==> config.mk <==
export PLATFORM = sky130hd
export DESIGN_NAME = tspa_ram
export DESIGN_NICKNAME = d
export VERILOG_FILES = /design/src/tspa_ram.sv
export SDC_FILE = /design/constraint.sdc
export NUM_CORES = 2
export LEC_CHECK = 0
export BUFFER_PORTS_ARGS = -buffer_cell sky130_fd_sc_hd__buf_2
export CELL_PAD_IN_SITES_DETAIL_PLACEMENT = 0
export CELL_PAD_IN_SITES_GLOBAL_PLACEMENT = 1
export CORE_ASPECT_RATIO = 1.4
export CORE_UTILIZATION = 28
export CTS_BUF_LIST = sky130_fd_sc_hd__clkbuf_8
export CTS_CLUSTER_SIZE = 12
export DETAILED_ROUTE_END_ITERATION = 10
export PLACE_DENSITY_LB_ADDON = 0.1
export SLEW_MARGIN = 20
export SYNTH_ARGS = -nofsm -noshare
export SYNTH_HDL_FRONTEND = slang
export SYNTH_SLANG_ARGS = --single-unit
==> constraint.sdc <==
create_clock -name clk -period 5.3 [get_ports clk]
set_input_delay 1.06 -clock clk [delete_from_list [all_inputs] [get_ports clk]]
set_output_delay 1.06 -clock clk [all_outputs]
set_load 0.05 [all_outputs]
==> src/tspa_ram.sv <==
// generic single-port-write, single-port-read ram with registered read
module tspa_ram #(
  parameter int unsigned Width = 8,
  parameter int unsigned Depth = 256
) (
  input  logic                     clk,
  input  logic                     we,
  input  logic [$clog2(Depth)-1:0] waddr,
  input  logic [Width-1:0]         wdata,
  input  logic [$clog2(Depth)-1:0] raddr,
  output logic [Width-1:0]         rdata
);

  logic [Width-1:0] mem [Depth];

  always_ff @(posedge clk) begin
    if (we) begin
      mem[waddr] <= wdata;
    end
    rdata <= mem[raddr];
  end

endmodule

==> results.txt <==
TritonCTS built the clock tree. The antenna violation net count after detailed routing came out at 0. The initial standard-cell utilization of the core came out at 0.281. The routed wire length is 253,000 microns.

Routability-driven placement finished with a final weighted congestion of 0.767. The xor/xnor cell area share of the yosys netlist is 0. The average wire per cell in the routed design came out at 31.0 microns. The number of maximum-capacitance violations came out at 0. The post-layout net count is 4,196. The Yosys step of the flow raised 0 warnings. The power density normalized to cell area came out at 357 nW/um^2. Adding up every negative setup slack in the final design gives 0 ns. The number of H-tree levels came out at 5. The row count came out at 231. The routed via count divided by cell count came out at 4.80. The worst setup path is captured at a register. Of the total power, the share spent switching nets is 0.239.

The count of unresolved DRC violations after routing came out at 0. For this design the static power due to leakage is 28.6 nW. The synthesized-area fraction occupied by ao, oa, aoi and oai cells is 0.0342.

The largest net degree at the start of global routing came out at 142. The count of state elements after synthesis is 2,056. Synthesis produced a netlist with a net count of 3,759.

The count of mapped cells out of synthesis is 3,733. In the synthesized netlist the dominant register cell turns out to be sky130_fd_sc_hd__edfxtp_1. The total power draw came out at 0.0328 W. The setup slack after layout is 1.63 ns. The share of synthesized cell area in full adder, half adder and majority cells is 0. The portion of the clock cycle consumed by the worst path in the final layout is 0.692. The proportion of synthesized area in mux cells came out at 0.146. Yosys mapped a number of flops with a built-in enable equal to 2,048. The pre-antenna-repair detailed-routing pass consisted of 7 iterations.

Buffers added to address setup during post-CTS repair amount to 0. The global-route wire length before repair is 349,000 microns. The required time at the worst-slack endpoint came out at 6.15 ns. The worst slack after detailed placement is 0.474 ns. The highest clock frequency the design can meet came out at 273 MHz. TritonCTS created 341 clock buffers. The instance count after placement with tap cells included came out at 7,555. The worst clock skew came out at 0.0522 ns. The master cell of the clock root buffer is sky130_fd_sc_hd__clkbuf_8.

Setup repair after global routing left no endpoint under its margin. The critical-path maximum fanout is 32. Across the VDD grid, the largest voltage drop is 207 uV. The detailed placer's ending HPWL is 160,000 microns.

The aggregate global routing overflow is 0. The clock period minus worst slack is 3.67 ns. The proportion of synthesized chip area in sequential cells is 0.775. The proportion of layout cells with a drive suffix above 1 is 0.278. Of the total power, registers draw 0.548. The violation count after the first detailed-routing iteration is 2,788. The critical path in this run is classified as input pin to register.

The overall fraction of global-route tracks in use is 0.175. The clock-pin slew on the worst setup and hold paths came out at 0.06 ns. The post-synthesis share of cell area spent on and, or, nand and nor gates is 0.0263. After synthesis, the largest family of logic cells by area is multiplexers.

The transition at the pin with the smallest max-transition slack came out at 1.11 ns. The tightest min-delay check is of the input pin to register type. The area growth from synthesis to layout is 15.5%. The count of endpoints failing setup in the final report is 0. The share of total power dissipated in the clock network is 0.396. The worst slew slack as a fraction of its limit is 0.260. The height of the die came out at 633 microns. The number of top-level pins came out at 34. The final route contains 39,119 vias. Buffers placed on the I/O ports in this run total 33. The count of clock tree sinks came out at 2,056. The number of distinct library cells after synthesis is 55. The final non-filler cell total came out at 8,155. The final standard cell utilization of the core is 0.325. The via count of the first global-routing pass is 41,679. The maximum buffer depth of the clock tree came out at 4. STA puts the critical path data arrival time at 4.52 ns. The flow ran to the end, and the final reports show no timing, DRC or antenna violations. The area inside the core boundary is 283,000 sq um. The floorplan step defined a die boundary enclosing 286,000 sq um.

The mapped netlist covers 79,600 sq um. The relative contribution of combinational cells to total power came out at 0.057. The internal power consumption is 0.0250 W. The final count of hold timing violations is 0. In this run, post-CTS hold repair placed 0 buffers. The post-cts repair resize count came out at 0.

The initial antenna violation count is 26. The max-slew violation count came out at 0. The average instance area after synthesis came out at 21.3 sq um. Summed over all nets, the switching power comes to 0.00783 W. The worst setup path is launched from an input pin. The later pin in the worst-skew pair is clocked with a latency of 0.99 ns.

The async set-or-reset flop fraction in the synthesized netlist came out at 0. The die is 453 microns wide.
-- placed cells by master (no fill, tap or decap), types with 13 or more instances in the layout --
cell type and instances:
sky130_fd_sc_hd__inv_1 109, sky130_fd_sc_hd__clkinv_1 77, sky130_fd_sc_hd__a221oi_1 13, sky130_fd_sc_hd__nand3_1 25
sky130_fd_sc_hd__a211oi_1 15, sky130_fd_sc_hd__buf_12 32, sky130_fd_sc_hd__mux2i_1 134, sky130_fd_sc_hd__clkbuf_8 353
sky130_fd_sc_hd__o22ai_1 28, sky130_fd_sc_hd__a22oi_1 133, sky130_fd_sc_hd__buf_4 264, sky130_fd_sc_hd__clkinv_2 36
sky130_fd_sc_hd__a21oi_1 96, sky130_fd_sc_hd__edfxtp_1 2048, sky130_fd_sc_hd__nor4_1 19, sky130_fd_sc_hd__mux4_2 454
sky130_fd_sc_hd__o221ai_1 46, sky130_fd_sc_hd__nor2b_1 28, sky130_fd_sc_hd__nor3_1 20, sky130_fd_sc_hd__nor2_1 279
sky130_fd_sc_hd__buf_2 21, sky130_fd_sc_hd__nand2_1 32
-- registers in the layout (all words and copies together) (netlist names) --
name	flops
mem	2048
rdata	8
-- area by class of cell --
cell class / count / area, sq um
Clock buffer: 353 / 4860
Multi-Input combinational cell: 1442 / 16600
Inverter: 2 / 7.51
Sequential cell: 2056 / 61700
Timing Repair Buffer: 327 / 2880
Tap cell: 3728 / 4660
Fill cell: 27167 / 191000
Clock inverter: 239 / 1180
Antenna cell: 8 / 20.0
-- synthesized netlist by cell type, drive strengths merged (6+ instances only) --
cell | number | area share
edfxtp | 2048 | 0.77
nand3 | 34 | 0.0021
buf | 122 | 0.013
and2 | 6 | 0.00047
o211ai | 10 | 0.00094
o221ai | 47 | 0.0053
o22ai | 28 | 0.0022
mux2i | 134 | 0.017
a21oi | 96 | 0.0060
nand2 | 33 | 0.0016
nor4 | 27 | 0.0024
o21ai | 12 | 0.00075
mux4 | 456 | 0.13
a22oi | 133 | 0.013
a22o | 8 | 0.00088
clkbuf | 111 | 0.0052
nor3 | 22 | 0.0014
nand2b | 8 | 0.00063
a221oi | 14 | 0.0016
nor2b | 31 | 0.0024
nor2 | 282 | 0.013
dfxtp | 8 | 0.0020
a211oi | 16 | 0.0015
nand4 | 10 | 0.00079
-- layer usage --
metal	share of wire	routed length (microns)	vias up	GRT usage
met2	0.54	136000	840	0.320
met1	0.41	103000	21315	0.214
met5	0	0	-	0
met4	0.025	6310	0	0.0464
met3	0.033	8410	338	0.0241
li1	-	-	16626	-
-- logic make-up (layout without fill, tap and decap cells) --
family          Yosys count  in the layout
buf+inv                 235            921
mux                     591            591
other cells               0              8
compound gates          385            385
flops                  2056           2056
simple gates            466            466
-- metrics by stage --
step                hold WS [ns]  cell area (sq um)
detailed placement          1.10              85800
floorplan                  0.770              79600
global placement            1.12              85800
CTS                        0.391              91800
finish                     0.477              91900
global route               0.428              91800
-- worst max-delay path, stage by stage --
cell and delay (ns):
sky130_fd_sc_hd__buf_8 0.47, sky130_fd_sc_hd__buf_12 0.35, sky130_fd_sc_hd__mux4_2 0.53, sky130_fd_sc_hd__nor2b_1 0.16, sky130_fd_sc_hd__a211oi_1 0.61, sky130_fd_sc_hd__nor3_1 0.10, sky130_fd_sc_hd__nor4_1 0.81, sky130_fd_sc_hd__buf_4 0.27
sky130_fd_sc_hd__nor4_1 0.06
-- worst paths after layout --
check / from / end / slack, ns / cells after the start
setup / recovery: raddr[0] / rdata[4] / 1.63 / 9
hold / removal: wdata[4] / mem[217][4] / 0.48 / 1
setup reg to reg: mem[101][4] / rdata[4] / 2.38 / 7
hold reg to reg: mem[33][5] / rdata[5] / 1.12 / 7
-- power by group through the flow --
stage	clock (W)	sequential (W)	combinational, W
3_3_place_gp	0	0.0183	0.00192
2_1_floorplan	0	0.0183	0.000871
3_5_place_dp	0	0.0183	0.00193
5_1_grt	0.0141	0.0180	0.00197
6_report	0.0130	0.0180	0.00186
4_1_cts	0.0135	0.0180	0.00193
Power figures use the tool's default switching activity.
